### src/sv/dsp_adj_mem.sv
// Adjacency weight memory with one write port and one registered read port.
`timescale 1ns / 1ps
module dsp_adj_mem #(
	parameter int AW = 8,
	parameter int DW = 16
) (
	input logic clk,
	input logic we,
	input logic [AW-1:0] waddr,
	input logic [DW-1:0] wdata,
	input logic re,
	input logic [AW-1:0] raddr,
	output logic [DW-1:0] rdata
);
	logic [DW-1:0] mem_q [1 << AW];
	logic [DW-1:0] rd_q;

	always_ff @(posedge clk) begin
		if (we) begin
			mem_q[waddr] <= wdata;
		end
		if (re) begin
			rd_q <= mem_q[raddr];
		end
	end

	assign rdata = rd_q;
endmodule

### config.mk
export PLATFORM = sky130hd
export DESIGN_NAME = dsp_adj_mem
export DESIGN_NICKNAME = d
export VERILOG_FILES = /design/src/sv/dsp_adj_mem.sv
export SDC_FILE = /design/constraint.sdc
export NUM_CORES = 2
export LEC_CHECK = 0
export BUFFER_PORTS_ARGS = -buffer_cell sky130_fd_sc_hd__buf_4
export CAP_MARGIN = 5
export CORE_MARGIN = 2
export CORE_UTILIZATION = 45
export CTS_CLUSTER_DIAMETER = 30
export DETAILED_ROUTE_END_ITERATION = 6
export PLACE_DENSITY = 0.61
export SKIP_LAST_GASP = 1
export SLEW_MARGIN = 30
export SYNTH_ARGS = -nofsm -noshare
export SYNTH_HDL_FRONTEND = slang
export SYNTH_SLANG_ARGS = --single-unit
export TNS_END_PERCENT = 100
### constraint.sdc
create_clock -name clk -period 4.2 [get_ports clk]
set_input_delay 0.21 -clock clk [delete_from_list [all_inputs] [get_ports clk]]
set_output_delay 0.21 -clock clk [all_outputs]
set_load 0.01 [all_outputs]
# [Word level (Yosys, flattened, before mapping)]
# Memories as Yosys holds them, arrays and structs flattened. A register that Yosys moved wholly into a read port is not among the register bits.
# Cells that the tools add are included.
[totals] ff_bits=0 ramBits=4096 in_bits=35 elab_cells=3 n_memories=1
[mem_list] memory="mem_q" words=256 width=16 read_ports=1 rd_ports_with_merged_regs=1 write_ports=1 line="15" text="logic [DW-1:0] mem_q [1 << AW];"
[classes] mux=2
[op_table] cell="1-bit 2-to-1 mux" n=2

# [Depth between registers and ports, before layout]
[logic_depth] ltp_word=2 ltp_mapped=12 depth_no_buf=6

# [Least setup slack after synthesis]
# Ideal clock, no wire load.
[synth_timing] path_type="input to register" start="input raddr[0]" end="register rd_q[4] (netlist: rdata[4]), read port of mem_q, data pin" setup_time_ns=0.265 arrival_time_ns=2.194 t_required_ns=3.935 path_slack_ns=1.741 cell_stages=8 n_path_buf=3 cell_sequence="buf_6 > buf_6 > buf_2 > mux4_2 > mux4_2 > a22o_1 > o32ai_2 > nor4_2"
[synth_lines] element="from (decl)" line="12" text="input logic [AW-1:0] raddr,"
[synth_lines] element="to (decl)" line="16" text="logic [DW-1:0] rd_q;"

==> impl_metrics.tcl <==
set metrics [dict create \
    synth_cell_types 51 \
    synth_area_leaders "edfxtp_1, mux4_2, mux2i_1, o221ai_1, nor2_1" \
    grt_setup_unrepaired "no" \
    synthCells 7360 \
    track_usage_pct 24.2 \
    grt.overflow.total 0 \
    grt_pass1_vias 82169 \
    die_w_um 598 \
    numClockSinks 4112 \
    critPathArrivalTime_ns 3.99 \
    finalCriticalPeriod_ns 3.21 \
    grt_max_degree 160 \
    criticalPathCategory "reg2reg" \
    synth_edf_count 4112 \
    cp.required_ns 4.99 \
    cap_violations 0 \
    rows 218 \
    critPathMaxFanout 1 \
    slowest_delay_ns 0.88 \
    vias_per_cell 6.05 \
    drcViolationCount 0 \
    hold_violations 0 \
    cpMaxStageDelayCell "o32ai_1" \
    reg2regPathDepth 7 \
    hold_slack_ns 0.0797 \
    hold_path_depth 4 \
    cts_tree "yes" \
    p_per_area_nw_per_um2 561 \
    gp_congestion 0.897 \
    design.core.area_um2 352000 \
    final_nets 8287 \
    synth-seq-cells 4112 \
    finClkSkew_ns 0.0522 \
    dpl.hpwl_mm 256 \
    worstSkewPairLatency_ns 1.06 \
    hp-class "in2reg" \
    cts.repair.resized 0 \
    clk_pin_slew_ns 0.05 \
    area_delta_synth_final_pct 21.5 \
    h-tree-depth 6 \
    root_buffer "clkbuf_16" \
    synth_flop_cell "edfxtp_1" \
    synth.most_common_cell "edfxtp_1" \
    antenna_left 0 \
    ys.warnings.count 0 \
    port_buffers 50 \
    min_from "waddr[4]" \
    yosysSeqAreaShare_pct 77.7 \
    die_h_um 598 \
    post_cts_buffers 0 \
    synth_common_cells "edfxtp_1, mux4_2, mux2i_1" \
    r2r_start "mem_q[3][2]$_DFFE_PP_" \
    drtIter0Drc 10587 \
    ctsLongestPathBuffers 4 \
    vias 82358 \
    netlist_area_um2 159000 \
    drt_pass1_iterations 5 \
    io_pins 51 \
    grt_pass1_wl_mm 618 \
    antenna_found_initial 31 \
    drt_wl_total_mm 437 \
    maxSlewViolCount 0 \
    worstMarginPinSlew_ns 1.21 \
    finalSetupViolations 0 \
    outcome "finished, final reports clean" \
    synth_top_area_cell "edfxtp_1" \
    syn_nets 7395 \
    syn_avg_cell_area_um2 21.6 \
    die-area_um2 358000 \
    cts_made_buffers 719 \
    post_drt_wl_per_cell_um 32.1 \
    drive_gt1_share_pct 30.8 \
    min_to "mem_q[113][6]$_DFFE_PP_" \
    regToRegSetupSlack_ns 0.99 \
    yosys.area.top_type_share_pct 77.7 \
    initial_utilization_pct 45.1 \
    start_kind "flip-flop" \
    timing.rr.end "rdata[2]$_DFFE_PP_" \
    async_flop_share_pct 0 \
    finalSetupTns_ns 0 \
    critical-path-top-delay-family "compound AO/OA/AOI/OAI gates" \
    p_leak_nw 63.0 \
    fin_crit_sh_pct 76.3 \
    peakVddDrop_uv 434 \
    worstSetupEndpointType "flip-flop" \
    relSlewSlack_pct 19.4 \
    startpoint "mem_q[3][2]$_DFFE_PP_" \
    crit_buf_inv 1 \
    max_freq_mhz 312 \
    crit_chain "mux4_2 -> mux2_2 -> a22oi_1 -> nand2_1 -> o32ai_1 -> buf_4 -> nor4_1" \
]
==> layout make-up <==
cell class	count	area (um2)
Clock buffer	793	18400
Antenna cell	12	30.0
Sequential cell	4112	123000
Timing Repair Buffer	623	5790
Fill cell	26169	159000
Inverter	4	27.5
Tap cell	4730	5920
Clock inverter	549	6340
Multi-Input combinational cell	2792	33000
==> worst register-to-register path: stages, from the launching register on <==
cell	delay, ns
edfxtp_1	0.36
mux4_2	0.49
mux2_2	0.30
a22oi_1	0.28
nand2_1	0.31
o32ai_1	0.89
buf_4	0.29
nor4_1	0.06
==> cell families after synthesis <==
family | after synthesis | share of synthesized area [%]
AOI/OAI and AO/OA | 786 | 3.53
buffers and inverters | 456 | 1.69
DFF | 4112 | 77.7
muxes | 1450 | 15.5
and+or+nand+nor | 556 | 1.57
==> worst max path at each step <==
stage / to / slack [ns] / depth (start not counted)
after floorplan: rdata[4]$_DFFE_PP_ / 1.74 / 8
after global placement: rdata[14]$_DFFE_PP_ / -0.13 / 12
after detailed placement: rdata[2]$_DFFE_PP_ / 0.12 / 10
after CTS: rdata[2]$_DFFE_PP_ / 1.06 / 6
after global routing: rdata[14]$_DFFE_PP_ / 0.96 / 8
final: rdata[2]$_DFFE_PP_ / 0.99 / 7
==> layout by cell type, fill, tap and decap left out, drive strengths merged, types with 88 or more instances in the layout <==
cell type,Yosys,routed
mux2,88,88
nor2,304,304
mux2i,565,565
clkbuf,230,794
mux4,797,797
nor3,92,92
o22ai,148,148
edfxtp,4112,4112
o221ai,253,253
buf,222,597
a21oi,175,175
bufinv,0,100
clkinv,0,311
==> metal layers <==
| layer | global-route usage, % | vias to the layer above | share of wire [%] |
|---|---|---|---|
| li1 | - | 33415 | - |
| met1 | 33.6 | 43997 | 40 |
| met2 | 38.8 | 4208 | 48 |
| met3 | 4.24 | 738 | 8.4 |
| met4 | 8.79 | 0 | 3.7 |
| met5 | 0 | - | 0 |
==> state kept, by name, summed over array words and instances (netlist names) <==
| name | flops |
|---|---|
| mem_q | 4096 |
| rdata | 16 |
==> through the flow <==
step / area, um2 / worst slack (ns) / power (mW) / instances / utilization, %
after global placement: 168000 / -0.129 / 50.4 / 12231 / 47.6
after floorplan: 159000 / 1.74 / 48.4 / 7360 / -
after global routing: 193000 / 0.956 / 111 / 13605 / 54.8
after detailed placement: 168000 / 0.123 / 50.5 / 12231 / 47.7
after CTS: 193000 / 1.06 / 109 / 13598 / 54.8
final: 193000 / 0.995 / 108 / 13615 / 54.8
==> where the power goes <==
group	total, mW	internal (mW)	switching [mW]
Combinational	4.34	1.51	2.84
Sequential	45.4	45.4	0.0775
Clock	58.5	38.0	20.5
Total	108	84.9	23.4
==> repair_timing <==
| action | CTS | global route |
|---|---|---|
| setup endpoints to repair | 0 | 0 |
| endpoints found under the hold margin | 2060 | 0 |
| hold buffers | 25 | 0 |
Note: power is estimated with default switching activity, not from simulation.
