### config.mk
export PLATFORM = sky130hd
export DESIGN_NAME = dsp_dist_mem
export DESIGN_NICKNAME = d
export VERILOG_FILES = /design/src/sv/dsp_pkg.sv /design/src/sv/dsp_dist_mem.sv
export SDC_FILE = /design/constraint.sdc
export NUM_CORES = 1
export LEC_CHECK = 0
export ABC_AREA = 1
export BUFFER_PORTS_ARGS = -buffer_cell sky130_fd_sc_hd__buf_2
export CAP_MARGIN = 20
export CORE_UTILIZATION = 43
export DETAILED_ROUTE_END_ITERATION = 8
export PLACE_DENSITY_LB_ADDON = 0.15
export SKIP_CTS_REPAIR_TIMING = 1
export SLEW_MARGIN = 10
export SYNTH_ARGS = -nofsm -noshare
export SYNTH_HDL_FRONTEND = slang
export SYNTH_SLANG_ARGS = --single-unit
### constraint.sdc
create_clock -name clk -period 1.27 [get_ports clk]
set_input_delay 0.254 -clock clk [delete_from_list [all_inputs] [get_ports clk]]
set_output_delay 0.254 -clock clk [all_outputs]
set_load 0.005 [all_outputs]
### src/sv/dsp_pkg.sv
// Shared types, constants and codes for the shortest path engine.
`timescale 1ns / 1ps
package dsp_pkg;

	localparam int DEF_VERTICES = 16;
	localparam int DEF_WEIGHT_BITS = 16;
	localparam int VTX_W = 4;
	localparam int WEIGHT_FIELD_W = 16;
	localparam int DIST_W = 32;

	localparam logic [DIST_W-1:0] DIST_INF = 32'hFFFF_FFFF;
	localparam logic [DIST_W-1:0] DIST_CAP = 32'hFFFF_FFFE;

	localparam logic MODE_EDGE = 1'b0;
	localparam logic MODE_RUN = 1'b1;

	typedef struct packed {
		logic mode;
		logic [VTX_W-1:0] from_vertex;
		logic [VTX_W-1:0] to_vertex;
		logic [WEIGHT_FIELD_W-1:0] edge_weight;
	} dsp_req_t;

	typedef struct packed {
		logic [DIST_W-1:0] target_distance;
		logic reachable;
		logic [VTX_W-1:0] target_echo;
	} dsp_rsp_t;

	typedef struct packed {
		logic valid;
		logic visited;
		logic clr_best;
	} dsp_relax_ctl_t;

endpackage

### src/sv/dsp_dist_mem.sv
// Distance memory with written flags so that unwritten entries read as infinity.
`timescale 1ns / 1ps
module dsp_dist_mem #(
	parameter int DEPTH = 16,
	parameter int IW = 4
) (
	input logic clk,
	input logic arst_n,
	input logic clr,
	input logic we,
	input logic [IW-1:0] waddr,
	input logic [dsp_pkg::DIST_W-1:0] wdata,
	input logic re,
	input logic [IW-1:0] raddr,
	output logic [dsp_pkg::DIST_W-1:0] rdata
);
	import dsp_pkg::*;

	logic [DIST_W-1:0] mem_q [DEPTH];
	logic [DIST_W-1:0] rd_q;
	logic [DEPTH-1:0] written_q;
	logic rd_ok_q;

	always_ff @(posedge clk) begin
		if (we) begin
			mem_q[waddr] <= wdata;
		end
		if (re) begin
			rd_q <= mem_q[raddr];
		end
	end

	always_ff @(posedge clk or negedge arst_n) begin
		if (!arst_n) begin
			written_q <= '0;
			rd_ok_q <= 1'b0;
		end else begin
			if (clr) begin
				written_q <= '0;
			end
			if (we) begin
				written_q[waddr] <= 1'b1;
			end
			if (re) begin
				rd_ok_q <= written_q[raddr];
			end
		end
	end

	assign rdata = rd_ok_q ? rd_q : DIST_INF;
endmodule

## Word level (Yosys, flattened, before mapping)

Memory sizes are Yosys's and may differ from the RTL's. A register that Yosys moved wholly into a read port is not among the register bits.
Cells that the tools add are included.
Widths: inputs -> output; s select.

| storage, ports and cells | value |
|---|---|
| memories | 1 |
| register bits | 17 |
| ROM bits | 0 |
| RAM bits | 512 |
| bits in latches | 0 |

| operators by class | value |
|---|---|
| shift operators | 0 |
| multiplexer cells | 9 |
| reductions and logical operators | 1 |
| $add $sub $neg | 0 |
| multiply operators | 0 |
| $lt $le $gt $ge | 3 |
| bitwise logic cells | 1 |
| divide/modulo/power cells | 0 |
| equality and inequality tests | 0 |

Memories:

| name | depth | bits a word | rd ports | clocked after memory_dff | wr ports | RTL line | source |
|---|---|---|---|---|---|---|---|
| mem_q | 16 | 32 | 1 | 1 | 1 | dsp_dist_mem.sv:19 | `logic [DIST_W-1:0] mem_q [DEPTH];` |

Operators by type and width:

| operator | count |
|---|---|
| $mux 16 | 2 |
| $mux 32 | 1 |
| $or 16x16->16 | 1 |
| $lt 4x5->1 const B | 2 |
| $bmux 1 s4 | 1 |
| $demux 1 s4 | 1 |
| $ge 4x1->1 const B | 1 |
| $mux 1 | 4 |
| $logic_and 1x1->1 | 1 |

## Depth between registers and ports, before layout

| depth | value |
|---|---|
| word-level depth | 6 |
| mapped depth | 12 |
| mapped depth without buffers | 9 |

## Worst setup path before layout

No wires, ideal clock.

| path | value |
|---|---|
| path type | input port to flip-flop |
| start point | in waddr[2] |
| end point | mem mem_q[10][0] (enable) |
| data arrival time | 1,904 ps |
| library setup time | 421 ps |
| stages | 3 |
| setup slack | -1,055 ps |
| path buffers | 0 |
| cell sequence | inv_1 nand3_1 nor2_1 |

RTL lines:

| item | RTL line | source |
|---|---|---|
| start, declared | dsp_dist_mem.sv:11 | `input logic [IW-1:0] waddr,` |
| end, declared | dsp_dist_mem.sv:19 |  |

Straight into the memory's write port.

## Final worst setup path

| path | value |
|---|---|
| start point | reg rd_ok_q |
| end point | out rdata[15] in the netlist's numbering |

| on the way | value |
|---|---|
| longest elaborated chain between the ends | 1 |

Ends and longest elaborated chain:

| item | RTL line | source |
|---|---|---|
| start, declared | dsp_dist_mem.sv:22 | `logic rd_ok_q;` |
| start signal, assigned | dsp_dist_mem.sv:45 | `rd_ok_q <= written_q[raddr];` |
| $mux 32 | dsp_dist_mem.sv:50 | `assign rdata = rd_ok_q ? rd_q : DIST_INF;` |
| end, declared | dsp_dist_mem.sv:15 | `output logic [dsp_pkg::DIST_W-1:0] rdata` |

Every way passes these cells.

==> results.toml <==
[outcome]
outcome = "finished with violations"
violations = "setup timing"

[worst_setup_path]
worst_ep_required_time_ns = 1.02
crit_family = "flip-flops"
critPathLaunch = "rd_ok_q"
crit_path_top_delay_cell = "dfrtp_2"
critical_path.max_stage_delay_ns = 0.44
critPathKind = "reg -> out"
critical_path.max_fanout = 18
r2r-start = "mem_q[1][3]"
cp_num_buf_inv = 2
crit_chain = "buf_12 -> nand2_1 -> buf_2"
endpoint_kind = "output port"
startpoint_type = "register"
arrival_ns = 1.44

[clock_tree]
root_buffer = "clkbuf_16"
htreeDepth = 2
cts-buffers-inserted = 59
cts_tree = "built"
clk_pin_slew_worst_paths_ns = 0.06
numClockSinks = 561
cts_buffer_depth = 3
worstSkewPairLatency_ns = 0.62

[floorplan]
row_count = 82
start_util_pct = 43.8
die_w_um = 229
core-area_sq_um = 50500
die_h_um = 229
io_pins = 77
dieArea_sq_um = 52300

[logic_synthesis]
ys_seq_area_share_pct = 75.8
syn_area_sq_um = 22100
syn_nets = 1756
synth_cell_type_count = 16
avgSynthCellArea_sq_um = 12.9
synth_top_area_share_pct = 73.9
synth_area_leaders = "edfxtp_1 74%, nor2_1 6.8%, o211ai_1 4.3%"
synthCells = 1711
ys_ff_latch = 561
ys_warn_count = 0
yosys.area.top_type = "edfxtp_1"

[hold_path]
hp-class = "in -> reg"
min_from = "wdata[30]"

[pwr]
power.density_nw_per_um2 = 1490
p_sw_mw = 8.82
p_leak_nw = 8.92
seqPwrFrac_pct = 53.1
p_total_mw = 39.4
p_sw_share_pct = 22.4
internal_power_mw = 30.5
clock_power_share_pct = 39.9
ir_drop_mv = 1.15
pwr-share-comb_pct = 6.9

[sta]
finalSetupViolCount = 32
slew_violations = 0
slew_headroom_pct = 73.4
finalWorstSetupSlack_ns = -0.425
max_freq_mhz = 590
tightest_slew_ns = 0.399
whs_ns = 0.0135
grt_setup_unrepaired = "yes"
fin_crit_sh_pct = 134
finalHoldViolCount = 0
period_needed_ns = 1.70
fin_skew_ns = 0.0217

[drt]
drt_iter0_markers = 1095
via_per_inst = 5.38
drc = 0
via_count = 13884
dr.pass1.iters = 6
wire_per_inst_um = 21.6
ant_nets = 0
wl_um = 55700

[layout]
num-fill-cells = 4311
antenna_cells = 0
synthToLayoutAreaGrowth_pct = 19.7
fin_area_sq_um = 26500
drive_above_1_share_pct = 16.8
seq_area_sq_um = 16800
mostFrequentLayoutCell = "edfxtp_1"
multi_input_area_sq_um = 4820
mostFrequentLayoutCells = "544 x edfxtp_1, 383 x nor2_1, 145 x o21ai_0, 128 x o211ai_1, 111 x o21ai_1"
fin_nets = 1910

[grt]
grt_pass1_vias = 13906
grt.total_usage_pct = 21.6
antenna_found_initial = 0
grt_max_degree = 57
grt_overflow = 0
grt_pass1_wl_um = 85600

[placed_design]
port_buffers = 76
place_area_sq_um = 24700
post-dp-hpwl_um = 32800
place_ws_ns = -0.297
place_congestion = 0.794

[flow_run]
maxCapViolations = 0
-- synth_stat cells (all sizes together) --
library cell and count:
buf 57, clkbuf 57, dfrtp 17, edfxtp 544, inv 60, nand2 94
nand3 79, nor2 403, o211ai 128, o21ai 256, o22ai 16
-- sequential cells by signal, indices dropped and copies added (netlist names) --
name	count
rd_ok_q	1
written_q	16
mem_q	512
rd_q	32
-- power by group through the flow --
stage          Sequential, mW  Clock [mW]  Combinational, mW
6_report                 20.9        15.7               2.73
5_1_grt                  20.9        16.6               3.03
4_1_cts                  20.9        16.0               2.77
3_5_place_dp             21.3           0               2.76
3_3_place_gp             21.3           0               2.73
2_1_floorplan            21.3           0               1.44
-- metal layers --
| metal | global-route usage, % | part of all wire [%] |
|---|---|---|
| met5 | 0 | 0 |
| met4 | 7.79 | 3.1 |
| met3 | 3.03 | 4.7 |
| met2 | 34.3 | 47 |
| met1 | 30.3 | 45 |
-- worst paths after layout --
check | depth (start not counted) | slack, ns | endpoint
max | 3 | -0.43 | rdata[15]
max in group asynchronous | 2 | 0.85 | rd_ok_q
min | 1 | 0.01 | mem_q[6][30]
min in group asynchronous | 2 | 0.11 | written_q[9]
min reg2reg | 2 | 0.53 | written_q[3]
max reg2reg | 6 | 0.05 | rd_q[3]
-- cell type report --
class                   count  area share [%]
flip-flops and latches    561            63.3
multi-input cells         976            18.2
repair buffers            207            7.77
clock buffers              75            5.89
well taps                 672            3.18
inverters                  60           0.964
clock inverters            30           0.652
-- through the flow --
step	utilization, %	instances	TNS (ns)
after detailed placement	49.0	2475	-117.24
after CTS	52.4	2580	-13.86
after global placement	49.0	2475	-113.18
final	52.4	2581	-12.52
after floorplan	-	1711	-58.78
after global routing	52.4	2581	-14.34
-- logic make-up (layout without fill, tap and decap cells) --
logic type      count (synthesis)  in the layout  synth area share, %
compound gates                400            400                 10.6
flops                         561            561                 75.8
simple gates                  576            576                 10.2
buf+inv                       174            372                 3.39
(Power assumes the default switching activity.)
