### src/sv/dsp_pkg.sv
// Shared types, constants and codes for the shortest path engine.
`timescale 1ns / 1ps
package dsp_pkg;

	localparam int DEF_VERTICES = 16;
	localparam int DEF_WEIGHT_BITS = 16;
	localparam int VTX_W = 4;
	localparam int WEIGHT_FIELD_W = 16;
	localparam int DIST_W = 32;

	localparam logic [DIST_W-1:0] DIST_INF = 32'hFFFF_FFFF;
	localparam logic [DIST_W-1:0] DIST_CAP = 32'hFFFF_FFFE;

	localparam logic MODE_EDGE = 1'b0;
	localparam logic MODE_RUN = 1'b1;

	typedef struct packed {
		logic mode;
		logic [VTX_W-1:0] from_vertex;
		logic [VTX_W-1:0] to_vertex;
		logic [WEIGHT_FIELD_W-1:0] edge_weight;
	} dsp_req_t;

	typedef struct packed {
		logic [DIST_W-1:0] target_distance;
		logic reachable;
		logic [VTX_W-1:0] target_echo;
	} dsp_rsp_t;

	typedef struct packed {
		logic valid;
		logic visited;
		logic clr_best;
	} dsp_relax_ctl_t;

endpackage

### src/sv/dsp_relax_unit.sv
// Shared relaxation unit: saturating add and compare, then a registered minimum pick.
`timescale 1ns / 1ps
module dsp_relax_unit #(
	parameter int WEIGHT_BITS = 16,
	parameter int IW = 4
) (
	input logic clk,
	input logic arst_n,
	input dsp_pkg::dsp_relax_ctl_t ctl,
	input logic [dsp_pkg::DIST_W-1:0] du,
	input logic [WEIGHT_BITS-1:0] w,
	input logic [dsp_pkg::DIST_W-1:0] d,
	input logic [IW-1:0] v,
	output logic wr_en,
	output logic [dsp_pkg::DIST_W-1:0] wr_data,
	output logic [dsp_pkg::DIST_W-1:0] best_d,
	output logic [IW-1:0] best_idx
);
	import dsp_pkg::*;

	logic [DIST_W:0] sum;
	logic [DIST_W-1:0] cand;
	logic [DIST_W-1:0] newd;
	logic relax;
	logic pick_vld_s2;
	logic [DIST_W-1:0] pick_d_s2;
	logic [IW-1:0] pick_v_s2;
	logic [DIST_W-1:0] best_q;
	logic [IW-1:0] best_idx_q;

	always_comb begin
		sum = {1'b0, du} + (DIST_W + 1)'(w);
		cand = (sum > {1'b0, DIST_CAP}) ? DIST_CAP : sum[DIST_W-1:0];
		relax = ctl.valid && !ctl.visited && (w != '0) && (du != DIST_INF) && (cand < d);
		newd = relax ? cand : d;
	end

	assign wr_en = relax;
	assign wr_data = cand;

	always_ff @(posedge clk or negedge arst_n) begin
		if (!arst_n) begin
			pick_vld_s2 <= 1'b0;
			best_q <= DIST_INF;
			best_idx_q <= '0;
		end else begin
			pick_vld_s2 <= ctl.valid && !ctl.visited;
			if (ctl.clr_best) begin
				best_q <= DIST_INF;
				best_idx_q <= '0;
			end else if (pick_vld_s2 && (pick_d_s2 <= best_q)) begin
				best_q <= pick_d_s2;
				best_idx_q <= pick_v_s2;
			end
		end
	end

	always_ff @(posedge clk) begin
		pick_d_s2 <= newd;
		pick_v_s2 <= v;
	end

	assign best_d = best_q;
	assign best_idx = best_idx_q;
endmodule

### config.mk
export PLATFORM = sky130hd
export DESIGN_NAME = dsp_relax_unit
export DESIGN_NICKNAME = d
export VERILOG_FILES = /design/src/sv/dsp_pkg.sv /design/src/sv/dsp_relax_unit.sv
export SDC_FILE = /design/constraint.sdc
export NUM_CORES = 1
export LEC_CHECK = 0
export ABC_CLOCK_PERIOD_IN_PS = 6100
export BUFFER_PORTS_ARGS = -buffer_cell sky130_fd_sc_hd__buf_2
export CORE_MARGIN = 2
export CORE_UTILIZATION = 53
export DETAILED_ROUTE_END_ITERATION = 10
export PLACE_DENSITY = 0.8
export SLEW_MARGIN = 20
export SYNTH_ARGS = -nofsm -noshare
export SYNTH_HDL_FRONTEND = slang
export SYNTH_SLANG_ARGS = --single-unit
export TNS_END_PERCENT = 5
### constraint.sdc
create_clock -name clk -period 6.1 [get_ports clk]
set_clock_uncertainty 0.15 [all_clocks]
set_input_delay 0.305 -clock clk [delete_from_list [all_inputs] [get_ports clk]]
set_output_delay 0.305 -clock clk [all_outputs]
set_load 0.1 [all_outputs]
---- Word-level counts from Yosys, hierarchy flattened ----
Cells that the tools add are included.
storage, ports and cells
  flip-flop bits (word level) ............. 73
  latch bits .............................. 0
  RAM bits ................................ 0
  bits in read-only memories .............. 0
  input bits .............................. 89
  output and inout bits ................... 69
  logic and storage cells ................. 24
  memories ................................ 0
cells by class
  add/sub/neg operators ................... 1
  multiply operators ...................... 0
  divide/modulo/power cells ............... 0
  order comparisons ....................... 3
  eq/ne operators ......................... 1
  shift-type cells ........................ 0
  muxes and demuxes ....................... 6
  bitwise gates (word level) .............. 0
  reductions and logical operators ........ 8
operators by type and width
  kind                                                                    count
  32-bit 2-to-1 mux                                                       4
  32-bit by 16-bit adder with 33-bit output                               1
  33-bit by 32-bit > comparator with 1-bit output, second input constant  1
  32-bit less-or-equal comparator                                         1
  32-bit < comparator                                                     1
  32-bit inequality test, second input constant                           1
  16-bit nonzero test                                                     1
  4-bit 2-to-1 mux                                                        2
  1-bit logical AND                                                       5
  2-bit nonzero test                                                      1
  1-bit zero test                                                         1

---- Longest topological paths before layout ----
Gate-level depths: netlist of the first run.
  word-level depth ........................ 6
  depth in mapped cells ................... 23
  gate-level depth less buffers ........... 20

---- Worst setup path after synthesis of the first run ----
No wires, ideal clock.
  kind .................................... input port to output port
  start point ............................. in du[0] (netlist bit)
  end point ............................... out wr_en
  arrival time ............................ 5.220 ns
  required time ........................... 5.645 ns
  slack ................................... 0.425 ns
  stages on the path ...................... 22
  path buffers ............................ 3
  cells stage by stage .................... ha_1 > inv_1 > fa_1 > nand2b_1 > a211o_1 > a22o_1 > o31ai_2 > nand2_1 > clkbuf_1 > nand2b_1 > ha_1 > a21o_1 > a21o_1 > a21o_1 > a21o_1 > a221o_1 > nand2_1 > nand2_1 > inv_1 > and2_1 > buf_4 > buf_6
on the way
  longest elaborated chain between the ends .. 5
  elaborated cells between the ends (all ways) .. 7
  classes of those cells .................. add/sub: 1; order compare: 2; eq/ne: 1; mux: 1; reduce/logical: 2
RTL lines
  what                                             line                  source
  start, declared                                  dsp_relax_unit.sv:10  input logic [dsp_pkg::DIST_W-1:0] du,
  32-bit by 16-bit adder with 33-bit output (*)    dsp_relax_unit.sv:32  sum = {1'b0, du} + (DIST_W + 1)'(w);
  33-bit by 32-bit > comparator with 1-bit output  dsp_relax_unit.sv:33  cand = (sum > {1'b0, DIST_CAP}) ? DIST_CAP : sum[DIST_W-1:0];
  32-bit 2-to-1 mux (*)                            dsp_relax_unit.sv:33
  net wr_data (one bit)                            dsp_relax_unit.sv:15  output logic [dsp_pkg::DIST_W-1:0] wr_data,
  32-bit < comparator (*)                          dsp_relax_unit.sv:34  relax = ctl.valid && !ctl.visited && (w != '0) && (du != DIST_INF) && (cand < d);
  1-bit logical AND (*)                            dsp_relax_unit.sv:34
  end, declared                                    dsp_relax_unit.sv:14  output logic wr_en,
Mark *: on every way through the listed nets, which the timed path passes. The rest lies on a longest branch.

---- Worst setup path in the final report of the first run ----
  start point ............................. in du[0] (netlist bit)
  end point ............................... out wr_en
on the way
  longest elaborated chain between the ends .. 5
  elaborated cells between the ends (all ways) .. 7
  classes of those cells .................. add/sub: 1; order compare: 2; eq/ne: 1; mux: 1; reduce/logical: 2
RTL lines
  what                                             line
  32-bit by 16-bit adder with 33-bit output        dsp_relax_unit.sv:32
  33-bit by 32-bit > comparator with 1-bit output  dsp_relax_unit.sv:33
  32-bit 2-to-1 mux                                dsp_relax_unit.sv:33
  32-bit < comparator                              dsp_relax_unit.sv:34
  1-bit logical AND (*)                            dsp_relax_unit.sv:34
Every way passes the cells marked *; elsewhere a longest branch is shown, timed or not.

==> impl_metrics.env, run 1 <==
export IMPL_setup_viol=0
export IMPL_start_util_pct=53.7
export IMPL_chipWidth_um=111
export IMPL_clk_pin_slew_ps=50
export IMPL_drive_above_1_share_pct=27.0
export IMPL_power_switching_w=0.000907
export IMPL_fin_tns_setup_ps=0
export IMPL_dp_cells=995
export IMPL_num_vias=5976
export IMPL_critical_path_class="primary input to output port"
export IMPL_async_flop_share_pct=50.7
export IMPL_ir_drop_uv=192
export IMPL_cts_resized=0
export IMPL_cp_num_buf_inv=5
export IMPL_worst_pin_slew_ps=1020
export IMPL_wl_um=16800
export IMPL_utilization_pct=64.3
export IMPL_drt_antenna_violating_nets=0
export IMPL_p_per_area_nw_per_um2=269
export IMPL_crit_fanout=18
export IMPL_grt_max_degree=45
export IMPL_yosysWarnings=0
export IMPL_htreeDepth=3
export IMPL_yosysUniqueCellTypes=71
export IMPL_path_cells="buf_2 -> ha_1 -> inv_1 -> fa_1 -> nand2b_1 -> a211o_1 -> a22o_1 -> o31ai_2 -> buf_4 -> nand2_1 -> nand2b_1 -> ha_1 -> a21o_1 -> a21o_1 -> a21oi_1 -> o21ai_0 -> a221o_1 -> nand2_1 -> nand2_1 -> inv_1 -> and2_1 -> buf_12"
export IMPL_drtIter0Drc=377
export IMPL_combPwrFrac_pct=47.1
export IMPL_crit_family="compound AO/OA/AOI/OAI gates"
export IMPL_layout_common_cells="buf_2, nand2_1, ha_1, inv_1, a21oi_1"
export IMPL_synth_edf_count=0
export IMPL_avgSynthCellArea_um2=8.48
export IMPL_core_um2=11300
export IMPL_status="complete, no violations"
export IMPL_row_count=39
export IMPL_clockBufferDepth=2
export IMPL_first_pass_iters=5
export IMPL_crit_top_cell="nand2_1"
export IMPL_clock_latency_ps=330
export IMPL_antenna_found_initial=0
export IMPL_fp_dieH_um=111
export IMPL_pwr_share_clk_pct=24.0
export IMPL_synth_top_cell_by_area="ha_1"
export IMPL_internal_power_w=0.00105
export IMPL_clock_sinks=73
export IMPL_hold_buffers=5
export IMPL_hold_viol=0
export IMPL_p_seq_share_pct=28.9
export IMPL_synth_cells=716
export IMPL_layout_commonest_cell="buf_2"
export IMPL_fillCellCount=995
export IMPL_cap_violations=0
export IMPL_critPathArrivalTime_ps=5240
export IMPL_grt_pass1_wl_um=27400
export IMPL_required_ps=5640
export IMPL_dieArea_um2=12300
export IMPL_rsz0062_at_grt="no"
export IMPL_ys_seq_area_share_pct=27.8
export IMPL_startpoint_type="primary input"
export IMPL_syn_to_final_growth_pct=19.8
export IMPL_max_stage_delay_ps=730
export IMPL_grt_pass1_vias=5560
export IMPL_drc=0
export IMPL_relSlewSlack_pct=32.0
export IMPL_nNetsFinal=1037
export IMPL_place_congestion=0.967
export IMPL_postCtsSetupBuffers=0
export IMPL_synth_top_flop_cell="dfxtp_1"
export IMPL_post_drt_wl_per_cell_um=16.6
export IMPL_hpwlAfterDp_um=13800
export IMPL_leakage_nw=3.65
export IMPL_diodes=0
export IMPL_end_kind="output port"
export IMPL_grt_use_total_pct=27.5
export IMPL_layout_cells_non_filler=1016
export IMPL_ys_seq_elements=73
export IMPL_vias_per_cell=5.88
export IMPL_min_period_ps=5690
export IMPL_grt_overflow_total=0
export IMPL_synth_nets=885
export IMPL_maxClockFrequency_ghz=0.176
export IMPL_cts_made_buffers=9
export IMPL_port_buffers=157
export IMPL_switching_share_pct=46.4
export IMPL_slew_violations=0
export IMPL_ctsRootBufferMaster="clkbuf_16"
export IMPL_worst_path_max_delay_cell="and2_1"
export IMPL_fin_crit_sh_pct=93.3
export IMPL_post_synth_top_area_fraction_pct=16.3
export IMPL_min_path_type="primary input to register"
export IMPL_cts_tree="done"
export IMPL_ioPinCount=158
export IMPL_yosys_top_cells_area="ha_1, dfstp_2, dfxtp_1, nand2_1, inv_1"
export IMPL_syn_area_um2=6070
==> path summary, 6_finish.rpt <==
| check | cells after the start | start | end | slack, ps |
|---|---|---|---|---|
| min | 2 | ctl[1] | pick_vld_s2 | 50 |
| max | 22 | du[0] | wr_en | 410 |
| min reg2reg | 2 | pick_d_s2[17] | best_d[17] | 310 |
| min in group asynchronous | 2 | arst_n | best_idx[1] | 450 |
| max reg2reg | 10 | best_d[29] | best_idx[1] | 2470 |
| max in group asynchronous | 2 | arst_n | best_idx[2] | 4850 |
==> logic make-up (layout without fill, tap and decap cells) <==
kind of cell	count (synthesis)	in the layout	share of synthesized area (%)
AO/OA/AOI/OAI	182	182	23.1
XOR/XNOR	23	23	3.32
adder cells (fa/ha/maj)	80	80	16.6
buffers and inverters	100	257	6.98
flip-flops	73	73	27.8
multiplexers	10	10	1.73
AND/OR/NAND/NOR	248	248	20.5
==> cell usage after synthesis, types with 5 or more instances <==
master	n
a21o_1	22
a21oi_1	37
a2bb2oi_2	14
and3_1	5
buf_2	5
clkbuf_1	13
dfrtp_1	5
dfstp_2	32
dfxtp_1	36
ha_1	79
inv_1	73
mux2i_1	6
nand2_1	95
nand2b_1	14
nand3_1	15
nand4_1	31
nor2_1	31
nor2b_1	8
nor3_1	11
nor4_1	8
o2111ai_1	5
o211ai_1	34
o21ai_0	18
o22a_1	11
or4_1	5
xnor2_1	13
xor2_1	10
==> per-stage QoR <==
| stage | hold WS (ps) | setup WS [ps] | instance area [um^2] | total power (W) |
|---|---|---|---|---|
| 6_report | 50.9 | 409 | 7270 | 0.00195 |
| 3_5_place_dp | 260 | 377 | 6960 | 0.00148 |
| 4_1_cts | 37.2 | 428 | 7270 | 0.00196 |
| 5_1_grt | 38.2 | 100 | 7270 | 0.00205 |
| 2_1_floorplan | -141 | 425 | 6070 | 0.00129 |
| 3_3_place_gp | 257 | 517 | 6960 | 0.00147 |
==> registers in the layout, indices dropped and copies added, names as in the netlist <==
signal and count:
best_d 32, pick_v_s2 4, best_idx 4, pick_d_s2 32
pick_vld_s2 1
==> area by class of cell <==
| class | instances | area [um^2] | share of cell area, % |
|---|---|---|---|
| multi-input cells | 543 | 3980 | 54.6 |
| flip-flops and latches | 73 | 1690 | 23.2 |
| well taps | 143 | 179 | 2.46 |
| clock inverters | 5 | 31.3 | 0.430 |
| repair buffers | 168 | 896 | 12.3 |
| inverters | 73 | 274 | 3.77 |
| clock buffers | 11 | 233 | 3.20 |
==> layer usage <==
| metal | global-route usage (%) | wire [um] | up-vias |
|---|---|---|---|
| li1 | - | - | 2917 |
| met1 | 35.0 | 7010 | 2769 |
| met2 | 46.5 | 8100 | 255 |
| met3 | 4.59 | 1170 | 35 |
| met4 | 10.8 | 545 | 0 |
| met5 | 0 | 0 | - |
==> power groups by stage <==
stage | registers (W) | logic [W] | clock network (W)
after global routing | 0.000569 | 0.000984 | 0.000496
final | 0.000565 | 0.000921 | 0.000468
after global placement | 0.000571 | 0.000900 | 0
after CTS | 0.000564 | 0.000917 | 0.000474
after floorplan | 0.000712 | 0.000576 | 0
after detailed placement | 0.000572 | 0.000910 | 0
(Power assumes the default switching activity.)
==> inputs of run 2 (changes only) <==
--- a/config.mk
+++ b/config.mk
@@ -6,11 +6,12 @@
 export NUM_CORES = 1
 export LEC_CHECK = 0
 export ABC_CLOCK_PERIOD_IN_PS = 6100
-export BUFFER_PORTS_ARGS = -buffer_cell sky130_fd_sc_hd__buf_2
 export CORE_MARGIN = 2
 export CORE_UTILIZATION = 53
 export DETAILED_ROUTE_END_ITERATION = 10
-export PLACE_DENSITY = 0.8
+export DONT_BUFFER_PORTS = 1
+export PLACE_DENSITY = 0.68
+export SETUP_SLACK_MARGIN = 0.1
 export SLEW_MARGIN = 20
 export SYNTH_ARGS = -nofsm -noshare
 export SYNTH_HDL_FRONTEND = slang
==> impl_metrics.env, run 2 (synthesized netlist as in run 1, its figures left out) <==
export IMPL_critical_path_class="primary input to output port"
export IMPL_post_drt_wl_per_cell_um=19.2
export IMPL_r2r_cells=13
export IMPL_chipWidth_um=111
export IMPL_core_um2=11300
export IMPL_grt_use_total_pct=28.5
export IMPL_nNetsFinal=942
export IMPL_hold_viol=0
export IMPL_htreeDepth=3
export IMPL_status="complete, no violations"
export IMPL_p_per_area_nw_per_um2=282
export IMPL_diodes=0
export IMPL_fp_dieH_um=111
export IMPL_slew_violations=0
export IMPL_fin_crit_sh_pct=89.3
export IMPL_worst_path_max_delay_cell="and2_4"
export IMPL_end_kind="output port"
export IMPL_max_stage_delay_ps=460
export IMPL_hold_depth=1
export IMPL_drive_above_1_share_pct=14.7
export IMPL_grt_max_degree=38
export IMPL_ioPinCount=158
export IMPL_fin_tns_setup_ps=0
export IMPL_crit_fanout=32
export IMPL_setup_viol=0
export IMPL_port_buffers=0
export IMPL_switching_share_pct=44.3
export IMPL_leakage_nw=3.37
export IMPL_drtIter0Drc=311
export IMPL_combPwrFrac_pct=37.8
export IMPL_row_count=39
export IMPL_drt_antenna_violating_nets=0
export IMPL_min_period_ps=5450
export IMPL_layout_common_cells="nand2_1, ha_1, inv_1, a21oi_1"
export IMPL_timing_hold_ws_ps=12.2
export IMPL_cap_violations=0
export IMPL_total_power_w=0.00200
export IMPL_p_seq_share_pct=35.7
export IMPL_clockBufferDepth=2
export IMPL_wl_um=17700
export IMPL_internal_power_w=0.00111
export IMPL_cts_tree="done"
export IMPL_dieArea_um2=12300
export IMPL_antenna_found_initial=0
export IMPL_syn_to_final_growth_pct=16.8
export IMPL_hpwlAfterDp_um=14200
export IMPL_power_switching_w=0.000885
export IMPL_min_path_type="primary input to register"
export IMPL_layout_commonest_cell="nand2_1"
export IMPL_relSlewSlack_pct=22.6
export IMPL_rsz0062_at_grt="no"
export IMPL_ctsRootBufferMaster="clkbuf_16"
export IMPL_grt_overflow_total=0
export IMPL_place_congestion=0.989
export IMPL_clk_pin_slew_ps=50
export IMPL_first_pass_iters=5
export IMPL_cts_made_buffers=9
export IMPL_required_ps=5640
export IMPL_grt_pass1_wl_um=28200
export IMPL_start_util_pct=53.7
export IMPL_postCtsSetupBuffers=0
export IMPL_clock_sinks=73
export IMPL_worst_pin_slew_ps=1160
export IMPL_drc=0
export IMPL_clock_latency_ps=330
export IMPL_num_vias=5629
export IMPL_vias_per_cell=6.11
export IMPL_critPathArrivalTime_ps=4990
export IMPL_maxClockFrequency_ghz=0.184
export IMPL_grt_pass1_vias=5681
export IMPL_ir_drop_uv=226
export IMPL_path_cells="ha_1 -> inv_1 -> fa_1 -> nand2b_1 -> a211o_1 -> a22o_1 -> o31ai_2 -> buf_4 -> nand2_1 -> nand2_1 -> ha_1 -> a21o_1 -> a21oi_1 -> nor2_1 -> a211o_1 -> o2111a_1 -> a21bo_2 -> a41o_1 -> and2_4 -> buf_12"
export IMPL_fillCellCount=987
export IMPL_pwr_share_clk_pct=26.5
export IMPL_startpoint_type="primary input"
run 2: cell count changes in the layout (fill, tap and decap cells not counted):
cell,change
nor2_2,+2
buf_12,+1
buf_2,-156
dlygate4sd3_1,+31
nor2_1,-2
bufinv_16,+1
clkinv_2,-2
and2_1,-1
inv_6,-1
clkbuf_1,-1
buf_4,+29
clkbuf_8,+2
clkinv_4,+1
and2_4,+1
run 2: per-layer routing:
layer	part of all wire [%]	GRT usage, %
met3	6.9	5.63
met5	0	0
met4	3.3	10.9
met1	40	33.8
met2	50	50.8
run 2: repair_timing:
action                                 in CTS  in global routing
endpoints found under the hold margin      74                  1
hold buffers                               36                  1
setup endpoints to repair                   0                  1
gates resized for setup                     0                  1
run 2: path summary, 6_finish.rpt:
check	from	slack, ps	endpoint
worst max-delay path	du[0]	650	wr_en
worst min-delay path	d[9]	10	pick_d_s2[9]
worst max register to register	best_d[17]	1890	best_idx[2]
worst min register to register	pick_d_s2[14]	300	best_d[14]
max in group asynchronous	arst_n	5270	best_d[24]
min in group asynchronous	arst_n	280	best_idx[0]
run 2: per-stage QoR:
| stage | std cells | setup slack, ps | util, % | cell area, um^2 |
|---|---|---|---|---|
| 2_1_floorplan | 716 | 425 | - | 6070 |
| 3_3_place_gp | 868 | 573 | 56.6 | 6400 |
| 3_5_place_dp | 868 | 420 | 56.6 | 6400 |
| 4_1_cts | 920 | 426 | 62.6 | 7080 |
| 5_1_grt | 921 | 356 | 62.7 | 7090 |
| 6_report | 921 | 651 | 62.7 | 7090 |
run 2: power groups by stage:
stage,combinational [W],clock [W],sequential [W]
floorplan,0.000576,0,0.000712
finish,0.000755,0.000530,0.000715
detailed placement,0.000722,0,0.000723
global route,0.000810,0.000559,0.000719
CTS,0.000751,0.000535,0.000715
global placement,0.000709,0,0.000722
run 2: worst max-delay path: cells and delay by family:
| kind | cells | cell delay, ps |
|---|---|---|
| compound gates | 9 | 2080 |
| simple gates | 5 | 1270 |
| buf+inv | 3 | 490 |
| fa+ha+maj | 3 | 830 |
run 2: area by class of cell:
| cell class | count | area, um^2 | share of cell area (%) |
|---|---|---|---|
| Inverter | 73 | 274 | 3.86 |
| Tap cell | 143 | 179 | 2.52 |
| Multi-Input combinational cell | 543 | 3980 | 56.1 |
| Timing Repair Buffer | 73 | 663 | 9.35 |
| Clock inverter | 4 | 51.3 | 0.723 |
| Sequential cell | 73 | 1690 | 23.8 |
| Clock buffer | 12 | 256 | 3.62 |
